## config.mk

```make
export PLATFORM = sky130hd
export DESIGN_NAME = nmea_sentence_field_parser
export DESIGN_NICKNAME = d
export VERILOG_FILES = /design/src/rtl/nsfp_pkg.sv /design/src/rtl/nmea_sentence_field_parser.sv
export SDC_FILE = /design/constraint.sdc
export NUM_CORES = 1
export LEC_CHECK = 0
export BUFFER_PORTS_ARGS = -buffer_cell sky130_fd_sc_hd__buf_4
export CELL_PAD_IN_SITES_DETAIL_PLACEMENT = 0
export CELL_PAD_IN_SITES_GLOBAL_PLACEMENT = 1
export CORE_UTILIZATION = 40
export DETAILED_ROUTE_END_ITERATION = 8
export PLACE_DENSITY = 0.73
export SYNTH_ARGS = -nofsm -noshare
export SYNTH_HDL_FRONTEND = slang
export SYNTH_SLANG_ARGS = --single-unit
```

## constraint.sdc

```tcl
create_clock -name clk -period 3.7 [get_ports clk]
set_input_delay 0.74 -clock clk [delete_from_list [all_inputs] [get_ports clk]]
set_output_delay 0.74 -clock clk [all_outputs]
set_load 0.005 [all_outputs]
```

## src/rtl/nsfp_pkg.sv

```systemverilog
// Package for the NMEA sentence field parser: character codes, sentence kinds,
// field ids and the field lookup used by the data mode.
// No dependencies.
`default_nettype none

package nsfp_pkg;

    localparam logic [7:0] CHAR_DOLLAR = 8'h24;  // '$'
    localparam logic [7:0] CHAR_COMMA  = 8'h2C;  // ','
    localparam logic [7:0] CHAR_STAR   = 8'h2A;  // '*'
    localparam logic [7:0] CHAR_V      = 8'h56;  // 'V'
    localparam logic [7:0] CHAR_G      = 8'h47;
    localparam logic [7:0] CHAR_A      = 8'h41;
    localparam logic [7:0] CHAR_S      = 8'h53;
    localparam logic [7:0] CHAR_R      = 8'h52;
    localparam logic [7:0] CHAR_M      = 8'h4D;
    localparam logic [7:0] CHAR_C      = 8'h43;

    localparam logic [7:0] TALKER_FIRST_RST  = 8'd71;  // 'G'
    localparam logic [7:0] TALKER_SECOND_RST = 8'd78;  // 'N'

    localparam int unsigned HDR_LEN = 5;

    // sentence kinds
    localparam logic [1:0] KIND_NONE = 2'd0;
    localparam logic [1:0] KIND_GGA  = 2'd1;
    localparam logic [1:0] KIND_GSV  = 2'd2;
    localparam logic [1:0] KIND_RMC  = 2'd3;

    // done mask bits
    localparam logic [2:0] DONE_GGA = 3'b001;
    localparam logic [2:0] DONE_GSV = 3'b010;
    localparam logic [2:0] DONE_RMC = 3'b100;

    // field ids
    localparam logic [3:0] FLD_NONE      = 4'd0;
    localparam logic [3:0] FLD_LAT       = 4'd1;
    localparam logic [3:0] FLD_LAT_HEMI  = 4'd2;
    localparam logic [3:0] FLD_LON       = 4'd3;
    localparam logic [3:0] FLD_LON_HEMI  = 4'd4;
    localparam logic [3:0] FLD_FIX       = 4'd5;
    localparam logic [3:0] FLD_SATS_USED = 4'd6;
    localparam logic [3:0] FLD_ALTITUDE  = 4'd7;
    localparam logic [3:0] FLD_SATS_VIEW = 4'd8;
    localparam logic [3:0] FLD_TIME      = 4'd9;
    localparam logic [3:0] FLD_SPEED     = 4'd10;
    localparam logic [3:0] FLD_COURSE    = 4'd11;
    localparam logic [3:0] FLD_DATE      = 4'd12;

    // register indexes on the config port
    localparam logic REG_TALKER_FIRST  = 1'b0;
    localparam logic REG_TALKER_SECOND = 1'b1;

    typedef enum logic [2:0] {
        MODE_IDLE   = 3'b001,
        MODE_HEADER = 3'b010,
        MODE_DATA   = 3'b100
    } mode_t;

    typedef struct packed {
        logic [3:0] id;
        logic [3:0] len;   // capture length, 0 when not tracked
    } field_t;

    function automatic field_t field_of(input logic [1:0] kind, input logic [7:0] seg);
        field_t f;
        f = '{id: FLD_NONE, len: 4'd0};
        case (kind)
            KIND_GGA:
            begin
                case (seg)
                    8'd2:    f = '{id: FLD_LAT,       len: 4'd9};
                    8'd3:    f = '{id: FLD_LAT_HEMI,  len: 4'd1};
                    8'd4:    f = '{id: FLD_LON,       len: 4'd10};
                    8'd5:    f = '{id: FLD_LON_HEMI,  len: 4'd1};
                    8'd6:    f = '{id: FLD_FIX,       len: 4'd1};
                    8'd7:    f = '{id: FLD_SATS_USED, len: 4'd2};
                    8'd9:    f = '{id: FLD_ALTITUDE,  len: 4'd6};
                    default: f = '{id: FLD_NONE,      len: 4'd0};
                endcase
            end
            KIND_GSV:
            begin
                if (seg == 8'd3)
                begin
                    f = '{id: FLD_SATS_VIEW, len: 4'd2};
                end
            end
            KIND_RMC:
            begin
                case (seg)
                    8'd1:    f = '{id: FLD_TIME,      len: 4'd6};
                    8'd2:    f = '{id: FLD_FIX,       len: 4'd1};
                    8'd3:    f = '{id: FLD_LAT,       len: 4'd9};
                    8'd4:    f = '{id: FLD_LAT_HEMI,  len: 4'd1};
                    8'd5:    f = '{id: FLD_LON,       len: 4'd10};
                    8'd6:    f = '{id: FLD_LON_HEMI,  len: 4'd1};
                    8'd7:    f = '{id: FLD_SPEED,     len: 4'd5};
                    8'd8:    f = '{id: FLD_COURSE,    len: 4'd5};
                    8'd9:    f = '{id: FLD_DATE,      len: 4'd6};
                    default: f = '{id: FLD_NONE,      len: 4'd0};
                endcase
            end
            default: f = '{id: FLD_NONE, len: 4'd0};
        endcase
        return f;
    endfunction

endpackage

`default_nettype wire

```

## src/rtl/nmea_sentence_field_parser.sv

```systemverilog
// NMEA sentence field parser: one received character per item, one result per item.
// The result is registered when the item is accepted.
// Throughput: one item per cycle; the input stalls only while a result waits on out_ready.
// Reset clears mode, counters, kind, lock, done and seen bits and sets the talker registers to 'G' and 'N';
// the five-byte header store is not reset.
// Depends on nsfp_pkg.
`default_nettype none

module nmea_sentence_field_parser (
    input  wire logic        clk,
    input  wire logic        rst_n,
    // character input
    input  wire logic        in_valid,
    output logic             in_ready,
    input  wire logic [7:0]  rx_byte,
    // results
    output logic             out_valid,
    input  wire logic        out_ready,
    output logic             sentence_start,
    output logic             sentence_end,
    output logic [1:0]       sentence_kind,
    output logic [3:0]       field_id,
    output logic [3:0]       char_pos,
    output logic [7:0]       char_value,
    output logic [2:0]       done_mask,
    output logic [7:0]       fix_lock,
    output logic             data_seen,
    // config port
    input  wire logic        psel,
    input  wire logic        penable,
    input  wire logic        pwrite,
    input  wire logic [2:0]  paddr,
    input  wire logic [31:0] pwdata,
    output logic [31:0]      prdata,
    output logic             pready
);

    localparam int unsigned HL = nsfp_pkg::HDR_LEN;

    // config registers
    logic [7:0] talker_first_reg;
    logic [7:0] talker_second_reg;

    // parser state
    nsfp_pkg::mode_t mode_reg, mode_next;
    logic [1:0] kind_reg, kind_next;
    logic [7:0] comma_count_reg, comma_count_next;
    logic [7:0] char_count_reg, char_count_next;
    logic [7:0] lock_reg, lock_next;
    logic [2:0] done_reg, done_next;
    logic       seen_reg, seen_next;
    logic [7:0] hdr_reg [HL];
    logic [7:0] hdr_view [HL];
    logic       hdr_we;

    // output register
    logic       out_valid_reg;
    logic       start_reg, start_next;
    logic       end_reg, end_next;
    logic [3:0] fid_reg, fid_next;
    logic [3:0] pos_reg, pos_next;
    logic [7:0] val_reg, val_next;

    logic              accept;
    logic              cfg_wr;
    logic [1:0]        match_kind;
    nsfp_pkg::field_t  fld;

    assign pready   = 1'b1;
    assign in_ready = !out_valid_reg || out_ready;
    assign accept   = in_valid && in_ready;
    assign cfg_wr   = psel && penable && pwrite;

    always_comb
    begin
        prdata = 32'd0;
        if (paddr[2] == nsfp_pkg::REG_TALKER_FIRST)
        begin
            prdata = {24'd0, talker_first_reg};
        end
        else
        begin
            prdata = {24'd0, talker_second_reg};
        end
    end

    always_ff @(posedge clk or negedge rst_n)
    begin
        if (!rst_n)
        begin
            talker_first_reg  <= nsfp_pkg::TALKER_FIRST_RST;
            talker_second_reg <= nsfp_pkg::TALKER_SECOND_RST;
        end
        else if (cfg_wr)
        begin
            if (paddr[2] == nsfp_pkg::REG_TALKER_FIRST)
            begin
                talker_first_reg <= pwdata[7:0];
            end
            else
            begin
                talker_second_reg <= pwdata[7:0];
            end
        end
    end

    // header as it stands after this byte is stored
    assign hdr_we = (mode_reg == nsfp_pkg::MODE_HEADER) && (char_count_reg < 8'(HL))
                    && (rx_byte != nsfp_pkg::CHAR_DOLLAR) && (rx_byte != nsfp_pkg::CHAR_COMMA)
                    && (rx_byte != nsfp_pkg::CHAR_STAR);

    always_comb
    begin
        for (int i = 0; i < HL; i++)
        begin
            hdr_view[i] = (hdr_we && char_count_reg == 8'(i)) ? rx_byte : hdr_reg[i];
        end
    end

    always_comb
    begin
        match_kind = nsfp_pkg::KIND_NONE;
        if (hdr_view[0] == talker_first_reg && hdr_view[1] == talker_second_reg)
        begin
            if (hdr_view[2] == nsfp_pkg::CHAR_G && hdr_view[3] == nsfp_pkg::CHAR_G
                && hdr_view[4] == nsfp_pkg::CHAR_A)
            begin
                match_kind = nsfp_pkg::KIND_GGA;
            end
            else if (hdr_view[2] == nsfp_pkg::CHAR_G && hdr_view[3] == nsfp_pkg::CHAR_S
                     && hdr_view[4] == nsfp_pkg::CHAR_V)
            begin
                match_kind = nsfp_pkg::KIND_GSV;
            end
            else if (hdr_view[2] == nsfp_pkg::CHAR_R && hdr_view[3] == nsfp_pkg::CHAR_M
                     && hdr_view[4] == nsfp_pkg::CHAR_C)
            begin
                match_kind = nsfp_pkg::KIND_RMC;
            end
        end
    end

    assign fld = nsfp_pkg::field_of(kind_reg, comma_count_reg);

    always_comb
    begin
        mode_next        = mode_reg;
        kind_next        = kind_reg;
        comma_count_next = comma_count_reg;
        char_count_next  = char_count_reg;
        lock_next        = lock_reg;
        done_next        = done_reg;
        seen_next        = seen_reg;
        start_next       = 1'b0;
        end_next         = 1'b0;
        fid_next         = nsfp_pkg::FLD_NONE;
        pos_next         = 4'd0;
        val_next         = 8'd0;

        if (rx_byte == nsfp_pkg::CHAR_DOLLAR)
        begin
            start_next      = 1'b1;
            kind_next       = nsfp_pkg::KIND_NONE;
            mode_next       = nsfp_pkg::MODE_HEADER;
            char_count_next = 8'd0;
            seen_next       = 1'b1;
        end
        else if (rx_byte == nsfp_pkg::CHAR_COMMA)
        begin
            comma_count_next = comma_count_reg + 8'd1;
            char_count_next  = 8'd0;
        end
        else if (rx_byte == nsfp_pkg::CHAR_STAR)
        begin
            end_next  = 1'b1;
            mode_next = nsfp_pkg::MODE_IDLE;
            case (kind_reg)
                nsfp_pkg::KIND_GGA: done_next = done_reg | nsfp_pkg::DONE_GGA;
                nsfp_pkg::KIND_GSV: done_next = done_reg | nsfp_pkg::DONE_GSV;
                nsfp_pkg::KIND_RMC: done_next = done_reg | nsfp_pkg::DONE_RMC;
                default:            done_next = done_reg;
            endcase
        end
        else
        begin
            // saturating count; a header match below restarts it at one
            char_count_next = (char_count_reg == 8'hFF) ? char_count_reg
                                                          : char_count_reg + 8'd1;
            case (mode_reg)
                nsfp_pkg::MODE_HEADER:
                begin
                    if (char_count_reg >= 8'(HL - 1) && match_kind != nsfp_pkg::KIND_NONE)
                    begin
                        kind_next        = match_kind;
                        mode_next        = nsfp_pkg::MODE_DATA;
                        comma_count_next = 8'd0;
                        char_count_next  = 8'd1;
                    end
                end
                nsfp_pkg::MODE_DATA:
                begin
                    if (fld.id != nsfp_pkg::FLD_NONE && char_count_reg < {4'd0, fld.len})
                    begin
                        fid_next = fld.id;
                        pos_next = char_count_reg[3:0];
                        val_next = rx_byte;
                        if (fld.id == nsfp_pkg::FLD_FIX)
                        begin
                            if (kind_reg == nsfp_pkg::KIND_GGA)
                            begin
                                lock_next = rx_byte;
                            end
                            else
                            begin
                                lock_next = {7'd0, rx_byte != nsfp_pkg::CHAR_V};
                            end
                        end
                    end
                end
                default:
                begin
                    // idle: only the count moves
                end
            endcase
        end
    end

    always_ff @(posedge clk or negedge rst_n)
    begin
        if (!rst_n)
        begin
            mode_reg        <= nsfp_pkg::MODE_IDLE;
            kind_reg        <= nsfp_pkg::KIND_NONE;
            comma_count_reg <= 8'd0;
            char_count_reg  <= 8'd0;
            lock_reg        <= 8'd0;
            done_reg        <= 3'd0;
            seen_reg        <= 1'b0;
            out_valid_reg   <= 1'b0;
        end
        else
        begin
            if (accept)
            begin
                mode_reg        <= mode_next;
                kind_reg        <= kind_next;
                comma_count_reg <= comma_count_next;
                char_count_reg  <= char_count_next;
                lock_reg        <= lock_next;
                done_reg        <= done_next;
                seen_reg        <= seen_next;
                out_valid_reg   <= 1'b1;
            end
            else if (out_ready)
            begin
                out_valid_reg <= 1'b0;
            end
        end
    end

    // payload: header store and per-item result fields
    always_ff @(posedge clk)
    begin
        if (accept)
        begin
            if (hdr_we)
            begin
                hdr_reg[char_count_reg[2:0]] <= rx_byte;
            end
            start_reg <= start_next;
            end_reg   <= end_next;
            fid_reg   <= fid_next;
            pos_reg   <= pos_next;
            val_reg   <= val_next;
        end
    end

    // kind, done, lock and seen are the state after the item
    assign out_valid      = out_valid_reg;
    assign sentence_start = start_reg;
    assign sentence_end   = end_reg;
    assign sentence_kind  = kind_reg;
    assign field_id       = fid_reg;
    assign char_pos       = pos_reg;
    assign char_value     = val_reg;
    assign done_mask      = done_reg;
    assign fix_lock       = lock_reg;
    assign data_seen      = seen_reg;

endmodule

`default_nettype wire

```

# --- After elaboration in Yosys (flattened, before gate mapping) ---
# Memory sizes are Yosys's and may differ from the RTL's.
# Cells that the tools add are included.
totals:
  reg_bits: 68
  latchBits: 0
  ramBits: 40
  romBits: 128
  out_inout_bits: 67
  wordCells: 162
  n_memories: 2
classes:
  addsub: 2
  n_mul: 0
  n_div: 0
  n_lt_le_gt_ge: 3
  eq_ne: 39
  shifts: 0
  mux: 43
  bitwise_logic: 9
  n_reduce_logical: 47
memory_table:
  columns: ["memory", "words", "word_bits", "rd", "rd_clocked_by_memory_dff", "write_ports", "line_no", "source"]
  rows:
  - ["(name not given)", 16, 8, 1, 0, 0, "nsfp_pkg.sv:91", "case (seg)"]
  - ["hdr_reg", 5, 8, 5, 0, 1, "nmea_sentence_field_parser.sv:52", "logic [7:0] hdr_reg [HL];"]
op_table:
  columns: ["operator", "n"]
  rows:
  - ["2-to-1 mux 8 bit", 19]
  - ["equality test 8 x 7 -> 1 bit, second input constant", 8]
  - ["case mux 7 bit (7 select lines)", 1]
  - ["equality test 8 x 3 -> 1 bit, second input constant", 5]
  - ["equality test 8 x 2 -> 1 bit, second input constant", 4]
  - ["AND reduction 7 bit", 4]
  - ["equality test 8 x 6 -> 1 bit, second input constant", 3]
  - ["inequality test 8 x 6 -> 1 bit, second input constant", 3]
  - ["case mux 8 bit (3 select lines)", 1]
  - ["logical AND 1 bit", 21]
  - ["2-to-1 mux 2 bit", 9]
  - ["adder 8 x 1 -> 8 bit, second input constant", 2]
  - ["equality test 8 bit", 2]
  - ["2-to-1 mux 3 bit", 5]
  - ["nonzero test 2 bit", 6]
  - ["AND reduction 5 bit", 2]
  - ["inverter 1 bit", 9]
  - ["case mux 3 bit (3 select lines)", 1]
  - ["equality test 8 x 1 -> 1 bit, second input constant", 1]
  - ["equality test 8 x 4 -> 1 bit, second input constant", 1]
  - ["equality test 8 bit, second input constant", 1]
  - ["greater-or-equal comparator 8 x 3 -> 1 bit, second input constant", 1]
  - ["logical NOT 8 bit", 1]
  - ["less-than comparator 8 x 3 -> 1 bit, second input constant", 1]
  - ["19 further kinds", 32]

# --- Longest topological paths before layout ---
# Gate-level depths: netlist (run 1).
logic_depth:
  ltp_word: 21
  depth_mapped: 15

# --- Least setup slack after synthesis (run 1) ---
# No wires, ideal clock.
synth_timing:
  kind: "register -> register"
  from: "register comma_count_reg[4]"
  to: "register lock_reg[0], in the netlist fix_lock[0]"
  setup_ns: 0.080
  arrival_time_ns: 3.561
  required_time_ns: 3.620
  path_slack_ns: 0.058
  path_stages_with_launch: 14
  path_buffers: 2
  period_less_slack_ns: 3.642
  path_cell_list: "dfrtp_1 -> nor4_1 -> and2_1 -> clkbuf_1 -> nand3b_1 -> ha_1 -> or4b_2 -> a211oi_1 -> nand2_1 -> a311oi_1 -> and2_1 -> nor4b_1 -> clkbuf_1 -> mux2i_1"
synth_via:
  elab_chain_len: 6
synth_rtl:
  columns: ["item", "line_no", "source"]
  rows:
  - ["start: declaration", "nmea_sentence_field_parser.sv:47", "logic [7:0] comma_count_reg, comma_count_next;"]
  - ["start signal: assignment", "nmea_sentence_field_parser.sv:247", "comma_count_reg <= comma_count_next;"]
  - ["equality test 8 x 4 -> 1 bit, or another cell as far along", "nsfp_pkg.sv:71", "case (seg)"]
  - ["case mux 7 bit (7 select lines), or another cell as far along", "nsfp_pkg.sv:71", null]
  - ["case mux 8 bit (3 select lines) *", "nsfp_pkg.sv:68", "case (kind)"]
  - ["less-than comparator 8 x 4 -> 1 bit or nonzero test 4 bit (tied branches)", "nmea_sentence_field_parser.sv:202", "if (fld.id != nsfp_pkg::FLD_NONE && char_count_reg < {4'd0, fld.len})"]
  - ["logical AND 1 bit", "nmea_sentence_field_parser.sv:202", null]
  - ["AND reduction 7 bit (no source line) *", null, null]
  - ["end signal: assignment", "nmea_sentence_field_parser.sv:249", "lock_reg <= lock_next;"]
  - ["end: declaration", "nmea_sentence_field_parser.sv:49", "logic [7:0] lock_reg, lock_next;"]
# Mark *: on every way between the ends. The rest lies on a longest branch, timed or not.
# A chain may end at the register's enable or synchronous reset.

# --- Worst setup path after layout (run 1) ---
layout_timing:
  from: "register char_count_reg[7]"
  to: "register char_count_reg[0]"
layout_via:
  elab_chain_len: 21
layout_rtl:
  columns: ["item", "line_no", "source"]
  rows:
  - ["start: declaration", "nmea_sentence_field_parser.sv:48", "logic [7:0] char_count_reg, char_count_next;"]
  - ["start signal: assignment", "nmea_sentence_field_parser.sv:248", "char_count_reg <= char_count_next;"]
  - ["less-than comparator 8 x 3 -> 1 bit", "nmea_sentence_field_parser.sv:108", "assign hdr_we = (mode_reg == nsfp_pkg::MODE_HEADER) && (char_count_reg < 8'(HL))"]
  - ["logical AND 1 bit", "nmea_sentence_field_parser.sv:108", null]
  - ["logical AND 1 bit (2 in series)", "nmea_sentence_field_parser.sv:109", "&& (rx_byte != nsfp_pkg::CHAR_DOLLAR) && (rx_byte != nsfp_pkg::CHAR_COMMA)"]
  - ["logical AND 1 bit", "nmea_sentence_field_parser.sv:110", "&& (rx_byte != nsfp_pkg::CHAR_STAR);"]
  - ["logical AND 1 bit", "nmea_sentence_field_parser.sv:116", "hdr_view[i] = (hdr_we && char_count_reg == 8'(i)) ? rx_byte : hdr_reg[i];"]
  - ["2-to-1 mux 8 bit", "nmea_sentence_field_parser.sv:116", null]
  - ["equality test 8 x 7 -> 1 bit", "nmea_sentence_field_parser.sv:135", "else if (hdr_view[2] == nsfp_pkg::CHAR_R && hdr_view[3] == nsfp_pkg::CHAR_M"]
  - ["logical AND 1 bit", "nmea_sentence_field_parser.sv:135", null]
  - ["[4 not listed]", null, null]
  - ["2-to-1 mux 2 bit", "nmea_sentence_field_parser.sv:123", "if (hdr_view[0] == talker_first_reg && hdr_view[1] == talker_second_reg)"]
  - ["nonzero test 2 bit", "nmea_sentence_field_parser.sv:192", "if (char_count_reg >= 8'(HL - 1) && match_kind != nsfp_pkg::KIND_NONE)"]
  - ["logical AND 1 bit", "nmea_sentence_field_parser.sv:192", null]
  - ["2-to-1 mux 8 bit", "nmea_sentence_field_parser.sv:192", null]
  - ["2-to-1 mux 8 bit *", "nmea_sentence_field_parser.sv:189", "case (mode_reg)"]
  - ["2-to-1 mux 8 bit *", "nmea_sentence_field_parser.sv:173", "else if (rx_byte == nsfp_pkg::CHAR_STAR)"]
  - ["2-to-1 mux 8 bit *", "nmea_sentence_field_parser.sv:168", "else if (rx_byte == nsfp_pkg::CHAR_COMMA)"]
  - ["2-to-1 mux 8 bit *", "nmea_sentence_field_parser.sv:160", "if (rx_byte == nsfp_pkg::CHAR_DOLLAR)"]
# Mark *: on every way between the ends. The rest lies on a longest branch, timed or not. The select of a mux whose other input is x is not followed.

==> results of run 1 <==
==> worst max-delay path, stage by stage (launching register included) <==
cell and delay (ns):
dfrtp_1 0.43, or4_4 0.60, nor4_1 0.21, buf_4 0.23
nand3_1 0.22, and3b_1 0.25, a31oi_1 0.40, nor4b_2 0.09
buf_4 0.16, o2111ai_4 0.27, buf_12 0.19, o21ai_0 0.08
a22o_1 0.23
==> metal layers <==
metal,wire (µm),vias up
met4,283,0
li1,-,2115
met1,6630,2195
met2,6980,128
met3,612,22
met5,0,-
==> kinds of logic (layout without fill, tap and decap cells) <==
family                     count (synthesis)  after routing  synth area share [%]
and+or+nand+nor                          188            188                 17.89
AOI/OAI and AO/OA                         86             86                 10.30
muxes                                     47             47                 8.478
xor gates and xnor gates                  19             19                 2.750
buffers and inverters                     77            156                 7.920
other                                      2             25                0.1241
adders and majority gates                 14             14                 2.895
DFF                                      108            108                 49.65
==> area by class of cell <==
type | count | area [µm²]
Clock buffer | 10 | 229.0
Clock inverter | 6 | 31.28
Fill cell | 1366 | 7512
Inverter | 29 | 108.9
Multi-Input combinational cell | 379 | 2669
Sequential cell | 108 | 3005
Tap cell | 184 | 230.2
Timing Repair Buffer | 111 | 858.3
==> power groups by stage <==
stage	Clock, W	Combinational, W	Sequential (W)
2_1_floorplan	0	0.000338	0.00144
3_3_place_gp	0	0.000501	0.00146
3_5_place_dp	0	0.000510	0.00147
4_1_cts	0.000902	0.000514	0.00144
5_1_grt	0.000940	0.000569	0.00145
6_report	0.000877	0.000513	0.00144
==> synthesized netlist by cell type, types with 14 or more instances <==
| master | count |
|---|---|
| edfxtp_1 | 58 |
| nand2_1 | 50 |
| dfrtp_1 | 41 |
| inv_1 | 29 |
| buf_4 | 25 |
| mux2_2 | 24 |
| mux2i_1 | 22 |
| nor2_1 | 22 |
| nand3_1 | 18 |
| and2_1 | 14 |
| ha_1 | 14 |
| o21ai_0 | 14 |
==> layout by cell type, fill, tap and decap left out, drive strengths merged, types with 11 or more instances in the layout <==
cell type / synthesis / routed
nor3: 12 / 12
ha: 14 / 14
o21ai: 15 / 15
dfrtp: 41 / 41
xor2: 12 / 12
a31oi: 11 / 11
nand3: 20 / 20
edfxtp: 58 / 58
mux2i: 22 / 22
mux2: 24 / 24
nor2: 23 / 23
buf: 35 / 111
nand2: 50 / 50
inv: 29 / 29
conb: 2 / 25
and2: 14 / 14
==> worst min-delay path by stage <==
stage / from / endpoint / slack (ns) / cells past startpoint
floorplan: rst_n / char_count_reg[0] / 0.44 / 0
global placement: done_mask[0] / done_mask[0] / 0.45 / 1
finish: rst_n / fix_lock[3] / 0.42 / 1
CTS: rst_n / fix_lock[3] / 0.44 / 1
global route: rst_n / fix_lock[3] / 0.47 / 1
detailed placement: done_mask[0] / done_mask[0] / 0.46 / 1
==> stage by stage <==
| stage | instance area, µm² | total power, W |
|---|---|---|
| CTS | 7122 | 0.002858 |
| finish | 7132 | 0.002835 |
| global route | 7132 | 0.002964 |
| detailed placement | 6862 | 0.001976 |
| global placement | 6862 | 0.001963 |
| floorplan | 6137 | 0.001776 |
==> timing repair <==
action / 4_1_cts / 5_1_grt
hold buffers: 0 / 0
setup endpoints to repair: 0 / 8
gates resized for setup: 0 / 4
==> run metrics, run 1 <==
status complete, but fails checks; failing checks design-rule violations; yosys warns 0; worst r2r src char_count_reg[7]; placed cell count ~810; global-route usage over all layers 19.49%; Switching Fraction between 20% and 30%; max_cap viols 0; r2r setup slk 0.21 ns; TNS Setup 0 ns; residual DRC count 11; CP Capture Type flop; Final Max Tran Viols 0; Crit path required time 3.96 ns; CTS tree yes; global routing met3 resource utilization 3.594%; dpl hpwl 10.56 mm; WP data arrival around 3.8 ns; clock power share 30.9%; Setup crit end char_count_reg[0]; chip width roughly 120 µm; antenna cells 0; Final ANT Viol Nets 0; clock slew at reported path FFs 0.07 ns; Distinct cells, synth 77; max_slew headroom 44.27%; Clk Latency, worst-skew pair 0.36 ns; Peak supply drop 257.0 µV; DR iter-0 viols 342; number of synthesized flops with an enable pin 58; Max H-tree Level 3; Worst Skew 0.01013 ns; Post-CTS Setup Repair Bufs 0; Seq pwr share 51.0%; worst r2r path cells 12; global route overflow 0; Power Dens Cells 397.5 mW/mm²; initial antenna violation count 0; Yosys reg bits 108; Psw 0.0007898 W; DIE HEIGHT 125.0 µm; synthesized instance count 541; Tcrit/Tclk final 94.42%; Pleak ~3 nW; logic gate share of total power between 10% and 20%; WL final ~15 mm; Area contributors post-synth edfxtp_1 29%, dfrtp_1 17%, mux2_2 4.5%, dfstp_2 3.9%, mux2i_1 3.6%; Int Pwr 0.002045 W; busiest grt layer met2; type of origin of the critical path flop; pre-CTS WS around 0.11 ns; NumNets Final about 700; CP Max Fanout 17; syn_area_per_cell 11.18 µm²; CP startpoint char_count_reg[7]; Final Critical Period 3.494 ns; FP Rows between 40 and 50; slew of the pin with the lowest slew margin 0.8329 ns; dominant cell type by area after synthesis edfxtp_1; Min-Delay Path Class in -> async; root buf cell clkbuf_16; non-filler cells, final 827; WL per Instance approximately 18 µm; DR vias 4,460; Synth top area share 28.78%; sequential area share after synthesis between 40% and 50%; core box area 0.01464 mm²; Mapped Area 0.006051 mm²; Clock Path Buffers 2; IO Port Bufs 65; Initial Utilization approximately two fifths; largest net degree at the start of global routing 51; ys flop type edfxtp_1; IO Pins about 120; Hold Slack 0.4192 ns; async set or reset register ratio after synthesis 46.30%; setup violators final 0; DR pass1 iterations 6; CTS buffer count 9; final setup margin 0.2064 ns; Area Overhead vs Synth 17.87%; CTS sink cnt 108; Final Hold Viols 0; number of global-route vias before repair 4,530; layout cells sized above 1 29.08%; GRT met2 Usage 31.35%; vias per cell 5.393; max FFs per register 40; global routing usage on met1 ~26%; first-pass GRT wire length 23.63 mm; Max Fclk approximately 290 MHz; final weighted congestion in routability-driven placement ~0.85; end-of-flow core utilization 48.70%; end of the worst register-to-register path char_count_reg[0]; unrepaired setup endpoints after global routing no; Worst Path Class, Setup reg -> reg; die area 0.01562 mm²
(Power assumes the default switching activity.)
==> inputs of run 2 (changes only) <==
--- a/config.mk
+++ b/config.mk
@@ -9,8 +9,9 @@
 export CELL_PAD_IN_SITES_DETAIL_PLACEMENT = 0
 export CELL_PAD_IN_SITES_GLOBAL_PLACEMENT = 1
 export CORE_UTILIZATION = 40
+export CTS_BUF_LIST = sky130_fd_sc_hd__clkbuf_4 sky130_fd_sc_hd__clkbuf_8 sky130_fd_sc_hd__clkbuf_16
 export DETAILED_ROUTE_END_ITERATION = 8
-export PLACE_DENSITY = 0.73
+export PLACE_DENSITY_LB_ADDON = 0.25
 export SYNTH_ARGS = -nofsm -noshare
 export SYNTH_HDL_FRONTEND = slang
 export SYNTH_SLANG_ARGS = --single-unit
==> run 2 against run 1 <==
  * The flow still finishes with violations (design-rule violations)
  * Critical path depth shrank 2
  * Via count up 1.9%
  * Worst hold slack better by 0.0037 ns
  * Die area did not move
  * Register-to-register slack worse by 0.11 ns
  * Wire length grew 0.82%
  * Clock-buffer cell count up 4
  * Non-clock buffer count grew 5
==> run metrics, run 2 (synthesis results as in run 1) <==
chip width 125.0 µm (unchanged); most common cell after layout, fill and taps aside buf_4 (unchanged); max_cap viols 0 (unchanged); TNS Setup 0 ns (unchanged); CTS tree yes (unchanged); WL final 14.63 mm (was 14.51 mm); worst r2r path cells 10 (was 12); DR iter-0 viols 482 (was 342); global-route usage over all layers 19.22% (was 19.49%); CTS sink cnt 108 (unchanged); CP Capture Type flop (unchanged); setup violators final 0 (unchanged); slew of the pin with the lowest slew margin 0.8280 ns (was 0.8329 ns); Worst Skew 0.009367 ns (was 0.01013 ns); Pleak 3.043 nW (was 2.990 nW); clock slew at reported path FFs 0.08 ns (was 0.07 ns); residual DRC count 13 (was 11); CTS buffer count 9 (unchanged); Min-Delay Path Class in -> async (unchanged); antenna cells 0 (unchanged); layout cells sized above 1 29.78% (was 29.08%); CP Max Fanout 9 (was 17); root buf cell clkbuf_16 (unchanged); max_slew headroom 44.60% (was 44.27%); IO Pins 117 (unchanged); Crit path required time 3.91 ns (was 3.96 ns); IO Port Bufs 65 (unchanged); Final Max Tran Viols 0 (unchanged); Final Hold Viols 0 (unchanged); status complete, but fails checks (unchanged); NumNets Final 707 (was 702); unrepaired setup endpoints after global routing no (unchanged); Clk Latency, worst-skew pair 0.36 ns (about the same); Hold Slack 0.4229 ns (was 0.4192 ns); Tcrit/Tclk final 97.50% (was 94.42%); core box area 0.01464 mm² (unchanged); pre-CTS WS 0.06172 ns (was 0.1062 ns); DIE HEIGHT 125.0 µm (unchanged); Final ANT Viol Nets 0 (unchanged); Clock Path Buffers 2 (unchanged); die area 0.01562 mm² (unchanged); DR vias 4,544 (was 4,460); Peak supply drop 261.0 µV (was 257.0 µV); Initial Utilization 41.32% (unchanged); global route overflow 0 (unchanged); Power Dens Cells 417.8 mW/mm² (was 397.5 mW/mm²); WP data arrival 3.82 ns (was 3.75 ns); CTS Hold Bufs 0 (unchanged); vias per cell 5.462 (was 5.393); Worst Path Class, Setup reg -> reg (unchanged); Area Overhead vs Synth 19.73% (was 17.87%); Final Critical Period 3.607 ns (was 3.494 ns); Max Fclk 277.2 MHz (was 286.2 MHz); initial antenna violation count 0 (unchanged); number of global-route vias before repair 4,553 (was 4,530); type of origin of the critical path flop (unchanged); DR pass1 iterations 9 (was 6); dpl hpwl 10.69 mm (was 10.56 mm); FP Rows 44 (unchanged); Max H-tree Level 3 (unchanged); first-pass GRT wire length 23.30 mm (was 23.63 mm); max FFs per register 40 (unchanged); failing checks design-rule violations (unchanged); final setup margin 0.09255 ns (was 0.2064 ns); largest net degree at the start of global routing 51 (unchanged); final weighted congestion in routability-driven placement 0.8632 (was 0.8454); WL per Instance 17.58 µm (was 17.54 µm); most frequent cells in the layout 115 x buf_4, 58 x edfxtp_1, 50 x nand2_1, 40 x dfrtp_1, 29 x inv_1 (was 109 x buf_4, 58 x edfxtp_1, 50 x nand2_1, 40 x dfrtp_1, 28 x inv_1)
==> run 2: changes by cell type in the layout (fill, tap and decap cells not counted), sizes merged <==
cell | previous run | this run
clkinv | 5 | 1
buf | 111 | 116
clkbuf | 10 | 14
==> run 2: per-layer routing <==
metal / vias up / global-route usage, % / part of all wire (%)
met5: - / 0 / 0
met3: 17 / 3.338 / 5.3
li1: 2138 / - / -
met2: 157 / 31.48 / 48
met1: 2232 / 25.19 / 45
met4: 0 / 8.106 / 1.7
==> run 2: worst paths after layout <==
path                                   start                 to  slack [ns]
setup / recovery           char_count_reg[4]  char_count_reg[4]        0.09
hold / removal                         rst_n        fix_lock[3]        0.42
setup reg to reg           char_count_reg[4]  char_count_reg[4]        0.09
hold reg to reg                 done_mask[0]       done_mask[0]        0.47
max in group asynchronous              rst_n  char_count_reg[4]        2.81
min in group clk                done_mask[0]       done_mask[0]        0.47
==> run 2: final cells by class <==
class	instances	area, µm²
Fill cell	1336	7400
Sequential cell	108	3005
Multi-Input combinational cell	379	2668
Timing Repair Buffer	116	883.3
Clock buffer	14	332.8
Tap cell	184	230.2
Inverter	29	108.9
Clock inverter	2	16.27
==> run 2: what timing repair did <==
item | in CTS | in global routing
gates resized for setup | 0 | 3
setup buffers | 0 | 1
setup endpoints to repair | 0 | 8
endpoints found under the hold margin | 0 | 0
==> run 2: stage by stage <==
step | utilization, % | total power [W] | cells | instance area, µm²
floorplan | - | 0.001776 | 564 | 6137
global route | 49.47 | 0.003153 | 832 | 7244
finish | 49.47 | 0.003027 | 832 | 7244
CTS | 49.36 | 0.003045 | 831 | 7228
global placement | 46.98 | 0.001963 | 815 | 6879
detailed placement | 46.98 | 0.001977 | 815 | 6879
==> run 2: where the power goes <==
part	internal (W)	total (W)	switching, W	leakage [nW]
logic	0.000241	0.000527	0.000286	1.75
clock network	0.000630	0.00107	0.000439	0.169
registers	0.00135	0.00143	0.0000776	1.12
total	0.00222	0.00303	0.000803	3.04
==> run 2: worst max-delay path, cell delays in order (launching register included) <==
cell,delay (ns)
dfrtp_2,0.45
or4_4,0.61
or4_4,0.48
or4_1,0.52
a22oi_2,0.23
mux2i_1,0.13
nor4b_4,0.40
o2111ai_4,0.18
buf_4,0.21
a41oi_1,0.19
a31oi_1,0.06
